**config.mk**
```make
export PLATFORM = sky130hd
export DESIGN_NAME = raidz_column_map
export DESIGN_NICKNAME = d
export VERILOG_FILES = /design/src/design/rcm_pkg.sv /design/src/design/raidz_column_map.sv /design/src/design/rcm_front.sv /design/src/design/rcm_queue.sv /design/src/design/rcm_div.sv /design/src/design/rcm_back.sv
export SDC_FILE = /design/constraint.sdc
export NUM_CORES = 2
export LEC_CHECK = 0
export BUFFER_PORTS_ARGS = -buffer_cell sky130_fd_sc_hd__buf_2
export CORE_MARGIN = 2
export CORE_UTILIZATION = 50
export CTS_BUF_LIST = sky130_fd_sc_hd__clkbuf_4
export DETAILED_ROUTE_END_ITERATION = 10
export GPL_TIMING_DRIVEN = 0
export PLACE_DENSITY = 0.74
export SKIP_LAST_GASP = 1
export SLEW_MARGIN = 10
export SYNTH_ARGS = -nofsm -noshare
export SYNTH_HDL_FRONTEND = slang
export SYNTH_SLANG_ARGS = --single-unit
export TNS_END_PERCENT = 1
```
**constraint.sdc**
```tcl
create_clock -name clk -period 9.6 [get_ports clk]
set_input_delay 1.44 -clock clk [delete_from_list [all_inputs] [get_ports clk]]
set_output_delay 1.44 -clock clk [all_outputs]
set_load 0.05 [all_outputs]
```
**src/design/rcm_pkg.sv**
```systemverilog
// ----------------------------------------------------------------------------
// rcm_pkg
// Shared widths, constants and types of the RAID-Z column map block.
// ----------------------------------------------------------------------------
package rcm_pkg;

    localparam int OFFSET_W    = 63;
    localparam int SIZE_W      = 25;
    localparam int ASIZE_W     = 26;
    localparam int POS_W       = 4;
    localparam int DISK_W      = 4;
    localparam int SHIFT_W     = 5;
    localparam int ND_W        = 5;
    localparam int APB_ADDR_W  = 3;
    localparam int APB_DATA_W  = 32;

    localparam int SHIFT_MIN   = 9;
    localparam int SHIFT_MAX   = 17;
    localparam int SWAP_BIT    = 20;
    localparam int ALIGN_UNITS = 2;
    localparam int MAX_COLS_DEF = 16;
    localparam int QUEUE_DEPTH = 2;

    // unit index and unit count never exceed these once the shift is clamped
    localparam int BLK_W   = OFFSET_W - SHIFT_MIN;
    localparam int UNITS_W = SIZE_W - SHIFT_MIN;

    localparam logic [SHIFT_W-1:0] SHIFT_RESET = SHIFT_W'(9);
    localparam logic [ND_W-1:0]    DISKS_RESET = ND_W'(4);

    // register index, taken from paddr[2]
    localparam logic REG_SECTOR_SHIFT = 1'b0;
    localparam logic REG_DISK_COUNT   = 1'b1;

    typedef struct packed {
        logic [BLK_W-1:0]   blk;
        logic [UNITS_W-1:0] units;
        logic [SHIFT_W-1:0] sh;
        logic [ND_W-1:0]    nd;
        logic               swap;
        logic               bad;
    } rcm_job_t;

    typedef struct packed {
        logic [POS_W-1:0]    position;
        logic [DISK_W-1:0]   child_disk;
        logic [OFFSET_W-1:0] child_offset;
        logic [SIZE_W-1:0]   column_bytes;
        logic                is_parity;
        logic [ASIZE_W-1:0]  total_asize;
        logic                last_column;
        logic                bad_request;
    } rcm_result_t;

endpackage

```
**src/design/raidz_column_map.sv**
```systemverilog
// ----------------------------------------------------------------------------
// raidz_column_map
// Single-parity stripe column layout: one request in, one result per column.
// ----------------------------------------------------------------------------
// A request is classified on entry and waits in a two-deep queue; the layout
// engine then takes it and runs two restoring dividers side by side, one
// quotient bit per cycle, so the unit-index division by the disk count sets
// the pace. It then collects the quotients, sets up the columns and emits
// them (disk count columns, fewer for small requests). A request smaller
// than one unit yields one result with bad_request set.
// Results wait in an output register; new requests are taken while the queue
// has room. Configuration (shift at 0x0, disk_count at 0x4) is sampled when a
// request is accepted.
module raidz_column_map
    import rcm_pkg::*;
#(
    parameter int MAX_COLS = MAX_COLS_DEF
)
(
    input  logic                  clk,
    input  logic                  rst_n,
    input  logic                  psel,
    input  logic                  penable,
    input  logic                  pwrite,
    input  logic [APB_ADDR_W-1:0] paddr,
    input  logic [APB_DATA_W-1:0] pwdata,
    output logic [APB_DATA_W-1:0] prdata,
    output logic                  pready,
    input  logic                  push,
    output logic                  full,
    input  logic [OFFSET_W-1:0]   byte_offset,
    input  logic [SIZE_W-1:0]     byte_size,
    output logic                  empty,
    input  logic                  pop,
    output logic [POS_W-1:0]      position,
    output logic [DISK_W-1:0]     child_disk,
    output logic [OFFSET_W-1:0]   child_offset,
    output logic [SIZE_W-1:0]     column_bytes,
    output logic                  is_parity,
    output logic [ASIZE_W-1:0]    total_asize,
    output logic                  last_column,
    output logic                  bad_request
);

    rcm_job_t    fe_job;
    logic        fe_push;
    logic        q_full;
    rcm_job_t    q_job;
    logic        q_valid;
    logic        q_pop;
    rcm_result_t result;

    rcm_front #(
        .MAX_COLS (MAX_COLS)
    ) u_front (
        .clk         (clk),
        .rst_n       (rst_n),
        .psel        (psel),
        .penable     (penable),
        .pwrite      (pwrite),
        .paddr       (paddr),
        .pwdata      (pwdata),
        .prdata      (prdata),
        .pready      (pready),
        .push        (push),
        .byte_offset (byte_offset),
        .byte_size   (byte_size),
        .full        (full),
        .job_full    (q_full),
        .job_push    (fe_push),
        .job         (fe_job)
    );

    rcm_queue u_queue (
        .clk   (clk),
        .rst_n (rst_n),
        .push  (fe_push),
        .din   (fe_job),
        .full  (q_full),
        .pop   (q_pop),
        .dout  (q_job),
        .valid (q_valid)
    );

    rcm_back #(
        .MAX_COLS (MAX_COLS)
    ) u_back (
        .clk       (clk),
        .rst_n     (rst_n),
        .job_valid (q_valid),
        .job       (q_job),
        .job_pop   (q_pop),
        .pop       (pop),
        .empty     (empty),
        .result    (result)
    );

    assign position     = result.position;
    assign child_disk   = result.child_disk;
    assign child_offset = result.child_offset;
    assign column_bytes = result.column_bytes;
    assign is_parity    = result.is_parity;
    assign total_asize  = result.total_asize;
    assign last_column  = result.last_column;
    assign bad_request  = result.bad_request;

endmodule

```
**src/design/rcm_front.sv**
```systemverilog
// ----------------------------------------------------------------------------
// rcm_front
// Configuration registers and request intake: clamps the configuration,
// converts the request to units and flags requests smaller than one unit.
// ----------------------------------------------------------------------------
module rcm_front
    import rcm_pkg::*;
#(
    parameter int MAX_COLS = MAX_COLS_DEF
)
(
    input  logic                  clk,
    input  logic                  rst_n,
    input  logic                  psel,
    input  logic                  penable,
    input  logic                  pwrite,
    input  logic [APB_ADDR_W-1:0] paddr,
    input  logic [APB_DATA_W-1:0] pwdata,
    output logic [APB_DATA_W-1:0] prdata,
    output logic                  pready,
    input  logic                  push,
    input  logic [OFFSET_W-1:0]   byte_offset,
    input  logic [SIZE_W-1:0]     byte_size,
    output logic                  full,
    input  logic                  job_full,
    output logic                  job_push,
    output rcm_job_t              job
);

    logic [SHIFT_W-1:0]  sector_shift_reg;
    logic [ND_W-1:0]     disk_count_reg;
    logic [SHIFT_W-1:0]  sh;
    logic [ND_W-1:0]     nd;
    logic [OFFSET_W-1:0] blk_full;
    logic [SIZE_W-1:0]   units_full;
    logic                wr_en;

    assign pready = 1'b1;
    assign wr_en  = psel && penable && pwrite && pready;

    always_ff @(posedge clk or negedge rst_n)
    begin
        if (!rst_n)
        begin
            sector_shift_reg <= SHIFT_RESET;
            disk_count_reg   <= DISKS_RESET;
        end
        else if (wr_en)
        begin
            unique case (paddr[2])
                REG_SECTOR_SHIFT: sector_shift_reg <= pwdata[SHIFT_W-1:0];
                REG_DISK_COUNT:   disk_count_reg   <= pwdata[ND_W-1:0];
            endcase
        end
    end

    always_comb
    begin
        unique case (paddr[2])
            REG_SECTOR_SHIFT: prdata = APB_DATA_W'(sector_shift_reg);
            REG_DISK_COUNT:   prdata = APB_DATA_W'(disk_count_reg);
        endcase
    end

    always_comb
    begin
        priority if (int'(sector_shift_reg) < SHIFT_MIN)
            sh = SHIFT_W'(SHIFT_MIN);
        else if (int'(sector_shift_reg) > SHIFT_MAX)
            sh = SHIFT_W'(SHIFT_MAX);
        else
            sh = sector_shift_reg;

        priority if (int'(disk_count_reg) < 2)
            nd = ND_W'(2);
        else if (int'(disk_count_reg) > MAX_COLS)
            nd = ND_W'(MAX_COLS);
        else
            nd = disk_count_reg;
    end

    assign blk_full   = byte_offset >> sh;
    assign units_full = byte_size >> sh;

    always_comb
    begin
        job.blk   = BLK_W'(blk_full);
        job.units = UNITS_W'(units_full);
        job.sh    = sh;
        job.nd    = nd;
        job.swap  = byte_offset[SWAP_BIT];
        job.bad   = (units_full == '0);
    end

    assign full     = job_full;
    assign job_push = push && !job_full;

endmodule

```
**src/design/rcm_queue.sv**
```systemverilog
// ----------------------------------------------------------------------------
// rcm_queue
// Short register queue of classified requests between front and back.
// ----------------------------------------------------------------------------
module rcm_queue
    import rcm_pkg::*;
(
    input  logic     clk,
    input  logic     rst_n,
    input  logic     push,
    input  rcm_job_t din,
    output logic     full,
    input  logic     pop,
    output rcm_job_t dout,
    output logic     valid
);

    localparam int PTR_W = (QUEUE_DEPTH > 1) ? $clog2(QUEUE_DEPTH) : 1;
    localparam int CNT_W = $clog2(QUEUE_DEPTH + 1);

    rcm_job_t         entry_reg [QUEUE_DEPTH];
    logic [PTR_W-1:0] wr_ptr_reg;
    logic [PTR_W-1:0] rd_ptr_reg;
    logic [CNT_W-1:0] count_reg;
    logic             do_push;
    logic             do_pop;

    assign full    = (int'(count_reg) == QUEUE_DEPTH);
    assign valid   = (count_reg != '0);
    assign dout    = entry_reg[rd_ptr_reg];
    assign do_push = push && !full;
    assign do_pop  = pop && valid;

    always_ff @(posedge clk)
    begin
        if (do_push)
            entry_reg[wr_ptr_reg] <= din;
    end

    always_ff @(posedge clk or negedge rst_n)
    begin
        if (!rst_n)
        begin
            wr_ptr_reg <= '0;
            rd_ptr_reg <= '0;
            count_reg  <= '0;
        end
        else
        begin
            if (do_push)
                wr_ptr_reg <= (int'(wr_ptr_reg) == QUEUE_DEPTH - 1) ? '0 : wr_ptr_reg + 1'b1;
            if (do_pop)
                rd_ptr_reg <= (int'(rd_ptr_reg) == QUEUE_DEPTH - 1) ? '0 : rd_ptr_reg + 1'b1;
            if (do_push && !do_pop)
                count_reg <= count_reg + 1'b1;
            else if (do_pop && !do_push)
                count_reg <= count_reg - 1'b1;
        end
    end

endmodule

```
**src/design/rcm_div.sv**
```systemverilog
// ----------------------------------------------------------------------------
// rcm_div
// Restoring divider, one quotient bit per cycle.
// ----------------------------------------------------------------------------
module rcm_div
    import rcm_pkg::*;
#(
    parameter int N_W = BLK_W,
    parameter int D_W = ND_W
)
(
    input  logic           clk,
    input  logic           rst_n,
    input  logic           start,
    input  logic [N_W-1:0] dividend,
    input  logic [D_W-1:0] divisor,
    output logic           busy,
    output logic [N_W-1:0] quotient,
    output logic [D_W-1:0] remainder
);

    localparam int CNT_W = $clog2(N_W);

    logic [N_W-1:0]   quo_reg;
    logic [D_W-1:0]   rem_reg;
    logic [D_W-1:0]   div_reg;
    logic [CNT_W-1:0] cnt_reg;
    logic             busy_reg;
    logic [D_W:0]     trial;
    logic             fits;

    assign trial = {rem_reg, quo_reg[N_W-1]};
    assign fits  = (trial >= {1'b0, div_reg});

    always_ff @(posedge clk or negedge rst_n)
    begin
        if (!rst_n)
        begin
            busy_reg <= 1'b0;
            cnt_reg  <= '0;
        end
        else if (start)
        begin
            busy_reg <= 1'b1;
            cnt_reg  <= '0;
        end
        else if (busy_reg)
        begin
            cnt_reg <= cnt_reg + 1'b1;
            if (int'(cnt_reg) == N_W - 1)
                busy_reg <= 1'b0;
        end
    end

    // dividend bits shift out the top while quotient bits shift in below
    always_ff @(posedge clk)
    begin
        if (start)
        begin
            quo_reg <= dividend;
            rem_reg <= '0;
            div_reg <= divisor;
        end
        else if (busy_reg)
        begin
            quo_reg <= {quo_reg[N_W-2:0], fits};
            rem_reg <= fits ? D_W'(trial - {1'b0, div_reg}) : trial[D_W-1:0];
        end
    end

    assign busy      = busy_reg;
    assign quotient  = quo_reg;
    assign remainder = rem_reg;

endmodule

```
**src/design/rcm_back.sv**
```systemverilog
// ----------------------------------------------------------------------------
// rcm_back
// Layout engine: divides the request into rows and columns, then emits one
// column per cycle into the output register while that register is free.
// ----------------------------------------------------------------------------
module rcm_back
    import rcm_pkg::*;
#(
    parameter int MAX_COLS = MAX_COLS_DEF
)
(
    input  logic        clk,
    input  logic        rst_n,
    input  logic        job_valid,
    input  rcm_job_t    job,
    output logic        job_pop,
    input  logic        pop,
    output logic        empty,
    output rcm_result_t result
);

    localparam int COL_W  = $clog2(MAX_COLS);
    localparam int SUM_W  = ((COL_W > ND_W) ? COL_W : ND_W) + 1;
    localparam int WIDE_W = BLK_W + SHIFT_MAX;
    localparam int LEN_W  = UNITS_W + 1 + SHIFT_MAX;
    localparam int TOT_W  = UNITS_W + 2;

    typedef enum logic [1:0] {
        S_IDLE,
        S_DIV,
        S_PREP,
        S_EMIT
    } state_t;

    state_t              state_reg;
    rcm_job_t            job_reg;
    logic [ND_W-1:0]     first_reg;
    logic [OFFSET_W-1:0] row_reg;
    logic [OFFSET_W-1:0] row_wrap_reg;
    logic [UNITS_W-1:0]  q_reg;
    logic [ND_W-1:0]     r_reg;
    logic [ND_W-1:0]     bc_reg;
    logic [ND_W-1:0]     acols_reg;
    logic [SIZE_W-1:0]   len_hi_reg;
    logic [SIZE_W-1:0]   len_lo_reg;
    logic [ASIZE_W-1:0]  asize_reg;
    logic [COL_W-1:0]    col_reg;
    logic                out_valid_reg;
    rcm_result_t         res_reg;

    logic                blk_busy;
    logic [BLK_W-1:0]    blk_quo;
    logic [ND_W-1:0]     blk_rem;
    logic                units_busy;
    logic [UNITS_W-1:0]  units_quo;
    logic [ND_W-1:0]     units_rem;

    logic                out_free;
    logic                job_take;
    logic                div_start;
    logic                res_load;
    logic [WIDE_W-1:0]   row_wide;
    logic [OFFSET_W-1:0] row_wrap_next;
    logic [ND_W-1:0]     bc_next;
    logic [ND_W-1:0]     acols_next;
    logic [LEN_W-1:0]    len_hi_wide;
    logic [LEN_W-1:0]    len_lo_wide;
    logic [TOT_W-1:0]    tot_units;
    logic [TOT_W-1:0]    tot_even;
    logic [TOT_W+SHIFT_MAX-1:0] asize_wide;
    logic [COL_W-1:0]    col_eff;
    logic [SUM_W-1:0]    disk_sum;
    logic                wrap;
    rcm_result_t         col_res;
    rcm_result_t         bad_res;

    rcm_div #(
        .N_W (BLK_W),
        .D_W (ND_W)
    ) u_blk_div (
        .clk       (clk),
        .rst_n     (rst_n),
        .start     (div_start),
        .dividend  (job.blk),
        .divisor   (job.nd),
        .busy      (blk_busy),
        .quotient  (blk_quo),
        .remainder (blk_rem)
    );

    rcm_div #(
        .N_W (UNITS_W),
        .D_W (ND_W)
    ) u_units_div (
        .clk       (clk),
        .rst_n     (rst_n),
        .start     (div_start),
        .dividend  (job.units),
        .divisor   (job.nd - 1'b1),
        .busy      (units_busy),
        .quotient  (units_quo),
        .remainder (units_rem)
    );

    always_comb
    begin
        out_free  = !out_valid_reg || pop;
        job_take  = (state_reg == S_IDLE) && job_valid && (!job.bad || out_free);
        div_start = job_take && !job.bad;
        job_pop   = job_take;
        // output register is loaded by a bad request or by an emitted column
        res_load  = (job_take && job.bad) || ((state_reg == S_EMIT) && out_free);

        row_wide = WIDE_W'(blk_quo) << job_reg.sh;

        // column sizes: first bc columns carry one extra unit
        bc_next     = r_reg + ND_W'(r_reg != '0);
        acols_next  = (q_reg == '0) ? bc_next : job_reg.nd;
        len_lo_wide = LEN_W'(q_reg) << job_reg.sh;
        len_hi_wide = (LEN_W'(q_reg) + 1'b1) << job_reg.sh;
        // allocated units = units + q + (r != 0), rounded up to ALIGN_UNITS
        tot_units   = TOT_W'(job_reg.units) + TOT_W'(q_reg) + TOT_W'(r_reg != '0);
        tot_even    = (tot_units + TOT_W'(ALIGN_UNITS - 1)) & ~TOT_W'(ALIGN_UNITS - 1);
        asize_wide  = (TOT_W + SHIFT_MAX)'(tot_even) << job_reg.sh;
        row_wrap_next = row_reg + (OFFSET_W'(1) << job_reg.sh);

        // parity rotation exchanges the placement of columns 0 and 1
        if (job_reg.swap && int'(col_reg) < 2)
            col_eff = col_reg ^ COL_W'(1);
        else
            col_eff = col_reg;
        disk_sum = SUM_W'(first_reg) + SUM_W'(col_eff);
        wrap     = (disk_sum >= SUM_W'(job_reg.nd));

        col_res.position     = POS_W'(col_reg);
        col_res.child_disk   = DISK_W'(wrap ? disk_sum - SUM_W'(job_reg.nd) : disk_sum);
        col_res.child_offset = wrap ? row_wrap_reg : row_reg;
        col_res.column_bytes = (int'(col_reg) < int'(bc_reg)) ? len_hi_reg : len_lo_reg;
        col_res.is_parity    = (col_reg == '0);
        col_res.total_asize  = asize_reg;
        col_res.last_column  = (int'(col_reg) + 1 == int'(acols_reg));
        col_res.bad_request  = 1'b0;

        bad_res             = '0;
        bad_res.last_column = 1'b1;
        bad_res.bad_request = 1'b1;
    end

    always_ff @(posedge clk or negedge rst_n)
    begin
        if (!rst_n)
        begin
            state_reg     <= S_IDLE;
            out_valid_reg <= 1'b0;
            col_reg       <= '0;
        end
        else
        begin
            if (res_load)
                out_valid_reg <= 1'b1;
            else if (pop)
                out_valid_reg <= 1'b0;

            unique case (state_reg)
                S_IDLE:
                begin
                    if (job_take)
                    begin
                        job_reg <= job;
                        if (job.bad)
                            res_reg <= bad_res;
                        else
                            state_reg <= S_DIV;
                    end
                end
                S_DIV:
                begin
                    if (!blk_busy && !units_busy)
                    begin
                        first_reg <= blk_rem;
                        row_reg   <= OFFSET_W'(row_wide);
                        q_reg     <= units_quo;
                        r_reg     <= units_rem;
                        state_reg <= S_PREP;
                    end
                end
                S_PREP:
                begin
                    row_wrap_reg <= row_wrap_next;
                    bc_reg       <= bc_next;
                    acols_reg    <= acols_next;
                    len_hi_reg   <= SIZE_W'(len_hi_wide);
                    len_lo_reg   <= SIZE_W'(len_lo_wide);
                    asize_reg    <= ASIZE_W'(asize_wide);
                    col_reg      <= '0;
                    state_reg    <= S_EMIT;
                end
                S_EMIT:
                begin
                    if (out_free)
                    begin
                        res_reg <= col_res;
                        if (col_res.last_column)
                            state_reg <= S_IDLE;
                        else
                            col_reg <= col_reg + 1'b1;
                    end
                end
            endcase
        end
    end

    assign empty  = !out_valid_reg;
    assign result = res_reg;

endmodule

```
# == Word-level counts from Yosys, hierarchy flattened ==
# Memory sizes are Yosys's and may differ from the RTL's.
# Cells that the tools add are included.
# op_classes
n_addsub,19
magnitude_cmp,9
n_eq_ne,14
shift,7
mux,47
bitwise,2
reduce_logical,44
# ops
operator,n
125-bit 2-to-1 mux,3
125-bit case mux with 2 select lines,1
54-bit 2-to-1 mux,2
32-bit case mux with 2 select lines,1
63-bit adder,1
63-bit 2-to-1 mux,1
"1-bit by 5-bit << shifter with 63-bit output, first input constant",1
54-bit by 5-bit << shifter with 63-bit output,1
63-bit by 5-bit >> shifter with 54-bit output,1
5-bit 2-to-1 mux,7
34-bit by 5-bit << shifter with 25-bit output,1
32-bit by 6-bit == test with 1-bit output,1
16-bit 2-to-1 mux,2
18-bit by 5-bit << shifter with 26-bit output,1
25-bit zero test,1
25-bit 2-to-1 mux,1
16-bit by 5-bit << shifter with 25-bit output,1
25-bit by 5-bit >> shifter with 25-bit output,1
4-bit 2-to-1 mux,5
18-bit by 1-bit adder with 18-bit output,1
"18-bit by 1-bit adder with 18-bit output, second input constant",1
6-bit by 5-bit greater-or-equal comparator with 1-bit output,3
"16-bit by 1-bit adder with 17-bit output, second input constant",1
16-bit by 16-bit adder with 17-bit output,1
39 further kinds,102
# word_totals
reg_bits,513
ram_bits,164
input_bits,130
word_cells,183
mem_count,1
# mem_list
name,depth,width,rd,rd_ports_with_merged_regs,wr,line_no,source
u_queue.entry_reg,2,82,1,0,1,rcm_queue.sv:21,rcm_job_t entry_reg [QUEUE_DEPTH];

# == Depth between registers and ports, before layout ==
# depth
depth_word,8
depth_mapped,19
depth_no_buf,15

# == Cells and area by module ==
# A second synthesis with hierarchy kept.
# hier_totals
cells_unflattened,3506
area_unflattened_um2,39147.5
# modules_own_cells
mod,n_inst,cells_per_inst,area_each_um2,seq_area_each_um2
rcm_back,1,2376,24303.3,11826.3
rcm_queue,1,274,6465.0,5024.8
rcm_front,1,535,3684.8,254.0
rcm_div (u_back.u_blk_div),1,207,3188.1,2047.0
rcm_div (u_back.u_units_div),1,114,1506.4,855.8

# == Least setup slack after synthesis ==
# No wires, ideal clock.
# synth_path
path_kind,input to register
from,input rst_n
to,"register u_back.first_reg[0], enable pin"
setup_ps,645
t_arrival_ps,7496
setup_slack_ps,1459
path_stages,2
path_cell_list,nand2_1 > nor3_1
# synth_via
elab_chain_len,1
# synth_rtl
item,line_no,source
"start, declared",raidz_column_map.sv:21,"input logic rst_n,"
3-bit AND reduction (no source line),--,
"end signal, assigned",rcm_back.sv:180,first_reg <= blk_rem;
"end, declared",rcm_back.sv:37,logic [ND_W-1:0] first_reg;
# Every way passes these cells.
# A chain may end at the register's enable or synchronous reset.

# == Worst setup path after layout ==
# layout_path
from,register u_back.job_reg[7] (netlist bit)
to,"register u_back.row_wrap_reg[50], data pin"
# layout_via
elab_chain_len,2
# layout_rtl
item,line_no,source
"start, declared",rcm_back.sv:36,rcm_job_t job_reg;
"start signal, assigned",rcm_back.sv:169,job_reg <= job;
1-bit by 5-bit << shifter with 63-bit output,rcm_back.sv:125,row_wrap_next = row_reg + (OFFSET_W'(1) << job_reg.sh);
63-bit adder,rcm_back.sv:125,
via u_back.row_wrap_next[50],rcm_back.sv:63,logic [OFFSET_W-1:0] row_wrap_next;
"end signal, assigned",rcm_back.sv:189,row_wrap_reg <= row_wrap_next;
"end, declared",rcm_back.sv:39,logic [OFFSET_W-1:0] row_wrap_reg;
# The timed path passes the listed nets, and every way through them passes these cells.

==> flow_metrics.py <==
metrics = {
    "cells_and_area": {
        "nNetsFinal": 4221,
        "fillers": 6546,
        "register_area_sq_mm": 0.0200,
        "largest_reg_flops": 164,
        "area_growth_pct": 13.2,
        "multi_input_area_sq_mm": 0.0169,
        "drive_gt1_share_pct": 17.0,
    },
    "yosys": {
        "synth_area_sq_mm": 0.0381,
        "synthAdderAreaFrac_pct": 3.14,
        "synth_cell_types": 101,
        "synth_mux_area_share_pct": 12.1,
        "yosys.area_share.simple_pct": 14.4,
        "syn-mean-instance-area_sq_um": 10.7,
        "synth.ff_latch_count": 675,
        "synth_compound_area_share_pct": 11.8,
        "synth_top_family_by_area": "simple AND/OR/NAND/NOR gates",
        "synth_xor_area_share_pct": 2.54,
        "netlist_instances": 3568,
        "synth_warnings": 0,
        "synth_ff_type": "edfxtp_1",
        "ys_seq_area_share_pct": 52.5,
        "postSynth.asyncResetShare_pct": 4.89,
        "synth_enable_flop_cells": 632,
    },
    "die": {
        "dieArea_sq_mm": 0.0785,
        "die_y_microns": 280,
        "die_w_microns": 280,
        "io_pins": 290,
        "core-area_sq_mm": 0.0757,
        "fp-row-count": 101,
        "start_util_pct": 50.4,
    },
    "clock_tree": {
        "clkLatencyLatePin_ps": 1020,
        "htreeDepth": 4,
        "clkSinkCount": 675,
        "cts_tree": "done",
        "postCtsHoldBufs": 0,
        "cts_buffer_depth": 3,
        "clock-root-buffer": "clkbuf_4",
        "numCtsBuffers": 170,
        "post_cts_buffers": 0,
        "cts.clk_slew.worst_paths_ps": 60,
        "post_cts_resized": 0,
    },
    "power": {
        "p_int_w": 0.00741,
        "seqPwrFrac_pct": 37.6,
        "p_switching_w": 0.00518,
        "power_frac_comb_pct": 42.4,
        "p_leak_nw": 17.1,
        "power.total_w": 0.0126,
        "powerDensity_mw_per_mm2": 292,
        "switching_share_pct": 41.2,
        "irDropWorstVdd_v": 0.000144,
        "p_clk_share_pct": 20.1,
    },
    "timing": {
        "max_slew_margin_pct": 23.7,
        "finalSetupViolCount": 0,
        "min_period_ps": 7160,
        "slew_violations": 0,
        "fmax_mhz": 140,
        "finalWorstSetupSlack_ps": 2440,
        "finalCritPeriodShare_pct": 74.6,
        "fin_skew_ps": 75.6,
        "tightest_slew_ps": 1140,
        "rsz0062_at_grt": "no",
        "final_hold_viol_count": 0,
        "hold_ws_ps": 450,
    },
    "route": {
        "first_pass_iters": 6,
        "viasPerCell": 5.84,
        "ant_nets": 0,
        "drc": 0,
        "vias": 29800,
        "drt_iter0_markers": 2856,
        "wl_microns": 112000,
        "routedWlPerCell_microns": 21.8,
    },
    "placed_design": {
        "place_ws_ps": 2540,
        "port_buffers": 214,
        "dp_hpwl_microns": 86100,
        "gp_congestion": 1.03,
    },
    "worst_hold_path": {
        "whs_path_depth": 0,
        "hold_class": "register to register",
        "holdPathEnd": "u_back.q_reg[7]$_DFFE_PP_",
        "holdCritStartpoint": "u_back.u_units_div.quotient[7]$_DFFE_PP_",
    },
    "global_routing": {
        "grt_antenna_before_repair": 2,
        "use_met1_pct": 38.5,
        "grt_pass1_vias": 28700,
        "grt_max_degree": 64,
        "grt_busiest_layer": "met2",
        "grt_pass1_wl_microns": 170000,
        "overflow": 0,
        "globalRouteMet3Util_pct": 4.68,
        "grt_usage_pct": 28.3,
        "grt_use_met2_pct": 44.8,
    },
    "worst_setup_path": {
        "regToRegEndpoint": "u_back.row_wrap_reg[50]$_DFFE_PP_",
        "start_kind": "register",
        "worstPathRequired_ps": 10320,
        "end_kind": "register",
        "ff2ff_path_depth": 19,
        "crit_fanout": 10,
        "worstPathArrival_ps": 7880,
        "rrSetupSlack_ps": 2440,
        "r2r_start": "u_back.job_reg[7]$_DFFE_PP_",
        "worst-setup-path-type": "register to register",
    },
    "status": {
        "status": "completed",
    },
    "run": {
        "cap_violations": 0,
    },
}
[critical path: stages (launching register included)]
cell and delay, ps:
edfxtp_1 520, clkbuf_1 390, buf_1 570, clkbuf_1 580, nor2_1 300, nand2_1 490, nor2_1 180, ha_1 250
fa_1 400, a21o_1 190, a21oi_1 220, o21bai_1 110, a211o_1 350, a21bo_2 250, a221oi_2 520, nor2_1 150
o41ai_2 780, buf_2 400, nor2_1 110, xor2_1 150
[synth_stat cells (12+ instances only)]
cell,count,share of area [%]
nor2_1,315,3.1
dfrtp_1,30,2.0
a22oi_1,17,0.33
a21o_1,35,0.69
nand4_1,22,0.36
edfxtp_1,632,50
mux4_2,38,2.2
mux2i_1,304,8.0
nor3_1,50,0.66
xor2_1,43,0.99
buf_1,41,0.40
nand2b_1,21,0.34
buf_2,14,0.18
inv_1,64,0.63
nand3_1,59,0.77
a21oi_1,215,2.8
mux2_2,64,1.9
buf_4,29,0.57
o21a_1,12,0.24
nor2b_1,18,0.30
a31oi_1,59,0.97
clkbuf_1,174,1.7
xnor2_1,64,1.5
a211o_1,12,0.28
o21bai_1,12,0.24
and2_1,52,0.85
and3_1,29,0.48
o21ai_0,155,2.0
o22ai_1,35,0.57
nand2_1,617,6.1
ha_1,86,2.8
a211oi_1,45,0.89
[logic make-up (layout without fill, tap and decap cells)]
kind of cell	after synthesis	count (layout)
other	2	31
buffers and inverters	328	861
and+or+nand+nor	1247	1247
xor gates and xnor gates	109	109
AOI/OAI and AO/OA	709	709
DFF	675	675
adders and majority gates	92	92
muxes	406	406
[worst max path at each step]
stage / start / to / slack [ps] / cells after the start
after floorplan: rst_n / u_back.first_reg[0]$_DFFE_PP_ / 1460 / 2
after global placement: rst_n / u_back.row_reg[50]$_DFFE_PP_ / -2490 / 3
after detailed placement: u_back.job_reg[7]$_DFFE_PP_ / u_back.row_wrap_reg[50]$_DFFE_PP_ / 2540 / 19
after CTS: u_back.job_reg[7]$_DFFE_PP_ / u_back.row_wrap_reg[50]$_DFFE_PP_ / 2510 / 19
after global routing: u_back.job_reg[7]$_DFFE_PP_ / u_back.row_wrap_reg[50]$_DFFE_PP_ / 2080 / 19
final: u_back.job_reg[7]$_DFFE_PP_ / u_back.row_wrap_reg[50]$_DFFE_PP_ / 2440 / 19
[per-layer routing]
| metal | vias to the layer above | routed length (microns) |
|---|---|---|
| li1 | 14000 | - |
| met1 | 14300 | 47700 |
| met2 | 1383 | 51500 |
| met3 | 242 | 8080 |
| met4 | 0 | 4280 |
| met5 | - | 0 |
[layout by cell type, fill, tap and decap left out, drive strengths merged, types with 38 or more instances in the layout]
master	Yosys	layout
edfxtp	632	632
nand2	617	617
mux2	64	64
xor2	45	45
nor3	52	52
mux2i	304	304
inv	68	70
clkbuf	174	420
ha	86	86
clkinv	2	45
a31oi	59	59
nor2	315	315
a211oi	48	48
buf	84	316
a21oi	216	216
and2	52	52
mux4	38	38
o21ai	166	166
xnor2	64	64
nand3	59	59
[cell type report]
cell class	instances	area share [%]
Tap cell	978	2.84
Buffer	258	2.54
Multi-Input combinational cell	2592	39.1
Inverter	70	0.609
Clock inverter	55	0.998
Antenna cell	2	0.0116
Timing Repair Buffer	232	3.20
Clock buffer	246	4.28
Sequential cell	675	46.4
[power groups by stage]
| stage | logic (W) | registers (W) | clock network, W |
|---|---|---|---|
| floorplan | 0.00323 | 0.00511 | 0 |
| global placement | 0.00509 | 0.00484 | 0 |
| detailed placement | 0.00525 | 0.00478 | 0 |
| CTS | 0.00527 | 0.00472 | 0.00259 |
| global route | 0.00576 | 0.00479 | 0.00274 |
| finish | 0.00533 | 0.00473 | 0.00253 |
[per-stage QoR]
stage	utilization [%]	setup TNS [ps]	instance area (sq um)	std cells
after floorplan	-	0	38200	3595
after global placement	53.5	-218940	40500	4787
after detailed placement	54.0	0	40900	4805
after CTS	57.0	0	43100	5106
after global routing	57.0	0	43100	5107
final	57.0	0	43100	5108
Note: power is estimated with default switching activity, not from simulation.
